<file path="src/rtl/ecsm_pkg.sv">
// ecsm_pkg: types, constants and the power table function for the ellipse / circle mask.
// Used by every module of the block; no dependencies.
package ecsm_pkg;

	localparam int PIX_W  = 12;
	localparam int MASK_W = 8;
	localparam int CFG_W  = 16;
	localparam int IDX_W  = 3;
	localparam int NITER  = 16;

	// configuration register indexes
	localparam logic [IDX_W-1:0] REG_FRAME_LEFT   = 3'd0;
	localparam logic [IDX_W-1:0] REG_FRAME_TOP    = 3'd1;
	localparam logic [IDX_W-1:0] REG_FRAME_RIGHT  = 3'd2;
	localparam logic [IDX_W-1:0] REG_FRAME_BOTTOM = 3'd3;
	localparam logic [IDX_W-1:0] REG_CENTER_X     = 3'd4;
	localparam logic [IDX_W-1:0] REG_CENTER_Y     = 3'd5;
	localparam logic [IDX_W-1:0] REG_WIDTH_PX     = 3'd6;
	localparam logic [IDX_W-1:0] REG_HEIGHT_PX    = 3'd7;

	typedef struct packed {
		logic signed [15:0] frame_left;
		logic signed [15:0] frame_top;
		logic signed [15:0] frame_right;
		logic signed [15:0] frame_bottom;
		logic signed [15:0] center_x;
		logic signed [15:0] center_y;
		logic [14:0]        width_px;
		logic [14:0]        height_px;
	} cfg_t;

	// state carried through the iteration stages
	typedef struct packed {
		logic        circ;
		logic [7:0]  mask;
		logic        c_out;
		logic        c_full;
		logic        c_kz;
		logic [47:0] c_k;
		logic [47:0] c_s;
		logic [38:0] c_p;
		logic [29:0] c_r2;
		logic [7:0]  c_m;
		logic        e_out;
		logic [59:0] e_dn;
		logic [59:0] e_rem;
		logic [16:0] e_c;
	} iter_t;

	// entry i = round(65536 * (i * 2^-bits)^0.35)
	function automatic logic [16:0] pow_entry(input int i, input int bits);
		real r;
		r = 65536.0 * $pow(real'(i) * $pow(2.0, -real'(bits)), 0.35);
		return 17'($rtoi(r + 0.5));
	endfunction

endpackage

</file>
<file path="src/rtl/ecsm_iter.sv">
// ecsm_iter: one pipeline step of the curve division and, in the first eight steps,
// one bit of the circle shade search. Uses ecsm_pkg.
module ecsm_iter #(
	parameter int STEP = 0
) (
	input  logic            clk,
	input  logic            en,
	input  ecsm_pkg::iter_t d,
	output ecsm_pkg::iter_t q
);

	ecsm_pkg::iter_t nx;
	logic [60:0] r2x;
	logic        ge;

	always_comb begin
		nx    = d;
		r2x   = {d.e_rem, 1'b0};
		ge    = r2x >= {1'b0, d.e_dn};
		nx.e_rem = ge ? 60'(r2x - {1'b0, d.e_dn}) : r2x[59:0];
		nx.e_c   = {d.e_c[15:0], ge};
	end

	generate
		if (STEP < 8) begin : g_circ
			localparam int B = 7 - STEP;
			ecsm_pkg::iter_t cx;
			logic [47:0] trial;
			always_comb begin
				cx    = nx;
				// (m + 2^B)^2 r^2 = S + 2^(B+1) m r^2 + 2^(2B) r^2
				trial = d.c_s + ({9'b0, d.c_p} << (B + 1)) + ({18'b0, d.c_r2} << (2 * B));
				if (trial < d.c_k) begin
					cx.c_s = trial;
					cx.c_p = 39'(d.c_p + ({9'b0, d.c_r2} << B));
					cx.c_m = d.c_m | 8'(1 << B);
				end
			end
			always_ff @(posedge clk) begin
				if (en) q <= cx;
			end
		end else begin : g_div
			always_ff @(posedge clk) begin
				if (en) q <= nx;
			end
		end
	endgenerate

endmodule

</file>
<file path="config.mk">
export PLATFORM = sky130hd
export DESIGN_NAME = ecsm_iter
export DESIGN_NICKNAME = d
export VERILOG_FILES = /design/src/rtl/ecsm_pkg.sv /design/src/rtl/ecsm_iter.sv
export SDC_FILE = /design/constraint.sdc
export NUM_CORES = 1
export LEC_CHECK = 0
export ABC_AREA = 1
export BUFFER_PORTS_ARGS = -buffer_cell sky130_fd_sc_hd__clkbuf_2
export CELL_PAD_IN_SITES_DETAIL_PLACEMENT = 1
export CELL_PAD_IN_SITES_GLOBAL_PLACEMENT = 1
export CORE_UTILIZATION = 25
export CTS_CLUSTER_SIZE = 12
export DETAILED_ROUTE_END_ITERATION = 8
export PLACE_DENSITY = 0.68
export SYNTH_ARGS = -nofsm -noshare
export SYNTH_HDL_FRONTEND = slang
export SYNTH_SLANG_ARGS = --single-unit
</file>
<file path="constraint.sdc">
create_clock -name clk -period 9.3 [get_ports clk]
set_clock_uncertainty 0.1 [all_clocks]
set_input_delay 0 -clock clk [delete_from_list [all_inputs] [get_ports clk]]
set_output_delay 0 -clock clk [all_outputs]
set_load 0.01 [all_outputs]
</file>
Word-level counts from Yosys, hierarchy flattened
Index checks and enable logic that the tools add are counted.
{"block": "totals", "regBits": 323, "output_inout_bits": 323, "in_bits": 325}
{"block": "op_classes", "magnitude_cmp": 2, "n_mux": 2, "addsub": 4}
{"op": "87-bit two-way mux", "count": 1}
{"op": "61-bit by 60-bit >= comparator with 1-bit output", "count": 1}
{"op": "60-bit two-way mux", "count": 1}
{"op": "60-bit subtractor", "count": 1}
{"op": "48-bit by 44-bit adder with 48-bit output", "count": 1}
{"op": "48-bit by 47-bit adder with 48-bit output", "count": 1}
{"op": "48-bit less-than comparator", "count": 1}
{"op": "39-bit by 37-bit adder with 39-bit output", "count": 1}

Longest topological paths before layout
{"block": "logic_depth", "depth_word": 4, "ltp_mapped": 28}

Least setup slack after synthesis
OpenSTA, ideal clock, no wires.
{"block": "synth_path", "path_type": "in2reg", "startpoint": "in d[146] (netlist name)", "endpoint": "reg q[190] (netlist name) (data pin)", "setup_ns": 0.253, "arrival_ns": 3.147, "path_slack_ns": 5.801, "path_stages": 24, "t_required_ns": 8.947, "cell_sequence": "inv_1 -> fa_1 -> inv_1 -> ha_1 -> nand2_1 -> nor2_1 -> nand2_1 -> nor3_1 -> nand2_1 -> nand3_1 -> nand2_1 -> nand3_1 -> nand2_1 -> ha_1 -> nand2_1 -> nor2_1 -> nand2_1 -> nor4_1 -> nand2_1 -> nor2_1 -> a21oi_2 -> clkbuf_1 -> nand2_1 -> nand2_1"}
{"item": "from (decl)", "line_no": "ecsm_iter.sv:8", "source": "input ecsm_pkg::iter_t d,"}
{"item": "to (signal assigned)", "line_no": "ecsm_iter.sv:40", "source": "if (en) q <= cx;"}
{"item": "to (decl)", "line_no": "ecsm_iter.sv:9", "source": "output ecsm_pkg::iter_t q"}

==> metrics.csv <==
stage,metric,value,unit
cells_and_area,share of layout cells above drive strength 1,18.9,%
detailed_routing,Final ANT Viol Nets,0,
setup_path,Worst Setup End Kind,flip-flop,
clocking,clock slew at the register clock pins of the worst setup and hold paths,60,ps
clocking,post_cts resized,0,
detailed_routing,WL per Instance,20.9,µm
status,status,finished clean,
clocking,H-tree levels,2,
synth,Yosys cell types,42,
setup_path,CP dominant cell by count,nand2_1,
grt,first-pass GRT wire length,167000,µm
timing,"Slew Viols, Final",0,
detailed_routing,drt first pass iters,5,
power_and_ir_drop,Cell Pwr Density,173,nW/µm²
timing,achievable frequency,0.163,GHz
min_path,HP Class,input port to flip-flop,
synth,largest cells by area after synthesis,"edfxtp_1 (41%), nand2_1 (18%), ha_1 (9.6%), inv_1 (8.4%), nor2_1 (3.5%)",
detailed_routing,Initial DRC Count,1499,
synth,"Seq/Total Area, Yosys",40.6,%
placement,GPL Wtd Cong,0.916,
placement,DP HPWL,87200,µm
setup_path,CP required,9670,ps
cells_and_area,# fillers,11700,
setup_path,crit start category,input port,
synth,"flops & latches, synth",323,
synth,most area-hungry cell type in the Yosys netlist,edfxtp_1,
clocking,cts hold-fix bufs,369,
power_and_ir_drop,Worst VDD drop,0.139,mV
synth,Synth top area share,40.6,%
setup_path,Worst Setup Path Type,input port to flip-flop,
power_and_ir_drop,Switch Pwr,2250,µW
timing,Slew HR,21.3,%
timing,Setup Viol. Count Final,0,
grt,initial antenna violation count,6,
job,Max-cap violations,0,
power_and_ir_drop,leak pwr,0.0171,µW
synth,Syn Inst Count,3109,
detailed_routing,via/cell ratio,4.61,
setup_path,slowest CP cell,buf_4,
die,Top-Level Pins,648,
power_and_ir_drop,Logic pwr share,38.5,%
cells_and_area,Largest regs,q x323,
detailed_routing,WL final,113000,µm
clocking,Max Root-Sink Buffers,3,
power_and_ir_drop,power share of the clock group,27.9,%
timing,RSZ-0062 raised after global routing,false,
setup_path,"Largest stage delay, worst path",620,ps
grt,largest net degree at the start of global routing,79,
synth,top_reg_cell synth,edfxtp_1,
grt,total global routing overflow,0,
grt,vias in the first global route,27000,
synth,asr flop ratio synth,0,%
setup_path,"delay-heaviest family, CP",simple AND/OR/NAND/NOR gates,
synth,Ys Warns,0,
clocking,CTS tree,yes,
setup_path,worst path bufs/invs,4,
power_and_ir_drop,register share of total power,33.6,%
synth,Post-synth EDFFs,323,
setup_path,Worst EP arrival,6490,ps
synth,"Net Count, Synth",3651,
timing,Fin. Hold Viols,0,
cells_and_area,Final Util,35.7,%
die,Initial Utilization,25.4,%
detailed_routing,drc violations,0,
placement,I/O Buffers,646,
die,Die Y,311,µm
cells_and_area,area delta synth->final,40.4,%
detailed_routing,DR vias,25000,
placement,pre-CTS setup slack,3710,ps
cells_and_area,max reg flops,323,
cells_and_area,nets,4688,
synth,Post-synth top cells,"nand2_1 (1141), inv_1 (537), edfxtp_1 (323)",
clocking,Inserted Clock Buffers,42,
die,DIE WIDTH,311,µm
die,Core Footprint,93900,µm²
synth,most frequent cell after synthesis,nand2_1,
timing,Final Cycle Share,65.8,%
die,num rows,112,
clocking,Root Buffer Master,clkbuf_16,
cells_and_area,"Most flops, register",q,
power_and_ir_drop,Power Internal,3540,µW
clocking,# Post-CTS Setup Buffers,0,
die,die area,96700,µm²
setup_path,CP max FO,66,
timing,minimum clock period,6120,ps
timing,Final Worst Setup Slack,3180,ps
timing,Slew @ Worst Pin,1180,ps
power_and_ir_drop,total power draw,5790,µW
clocking,CTS Sinks,323,
timing,setup_tns,0,ps
power_and_ir_drop,sw frac,38.9,%
grt,Total Routing Usage GR,22.9,%
synth,Mean Syn Cell Area,7.68,µm²
synth,Netlist Area Pre-Place,23900,µm²
final timing paths:
check | depth (start not counted) | end | startpoint
worst max-delay path | 28 | q[183]$_DFFE_PP_ | d[177]
worst min-delay path | 2 | q[319]$_DFFE_PP_ | d[319]
metrics by stage:
stage / cells / hold slack (ps) / cell area (µm²)
finish: 5436 / 38.8 / 33500
global route: 5434 / 10.3 / 33500
CTS: 5431 / 0.262 / 33500
detailed placement: 4987 / 79.0 / 28500
global placement: 4987 / 77.6 / 28500
floorplan: 3109 / -1.13 / 23900
kinds of logic after synthesis:
group	synth area share (%)
flops	40.6
xor+xnor	2.60
compound gates	5.69
simple gates	29.1
fa+ha+maj	12.4
buf+inv	9.56
final cells by class:
type,count,area (µm²),area share [%]
inverter,545,2050,6.10
sequential,323,9700,28.9
antenna,5,12.5,0.0373
timing repair buffer,1022,6990,20.9
tap,1254,1570,4.68
multi-input combinational,2212,11900,35.5
clock inverter,22,175,0.523
clock buffer,53,1110,3.32
metal layers:
layer / routed length, µm / vias up / global-route usage, %
met5: 0 / - / 0
met4: 4510 / 0 / 8.72
met3: 5680 / 190 / 3.75
met2: 56200 / 749 / 40.7
met1: 47000 / 12100 / 27.5
li1: - / 12000 / -
power groups by stage:
stage | sequential [µW] | clock [µW] | combinational, µW
finish | 1950 | 1610 | 2230
detailed placement | 1960 | 0 | 2050
global route | 1960 | 1690 | 2430
CTS | 1940 | 1650 | 2200
floorplan | 2070 | 0 | 1060
global placement | 1960 | 0 | 2020
placed cells by master, fill, tap and decap left out, types with 9 or more instances in the layout:
master	count
edfxtp_1	323
inv_1	537
nor2_1	222
o21ai_2	9
o21ai_0	62
nor3_1	34
clkbuf_16	43
nand2_1	1141
ha_1	184
clkbuf_2	645
clkbuf_1	10
nand2_2	22
nand3_2	19
nand3_1	165
xnor2_1	11
xor2_1	60
nand4_1	31
fa_1	33
a21oi_1	134
dlygate4sd3_1	369
o21ai_1	12
(Power assumes the default switching activity.)
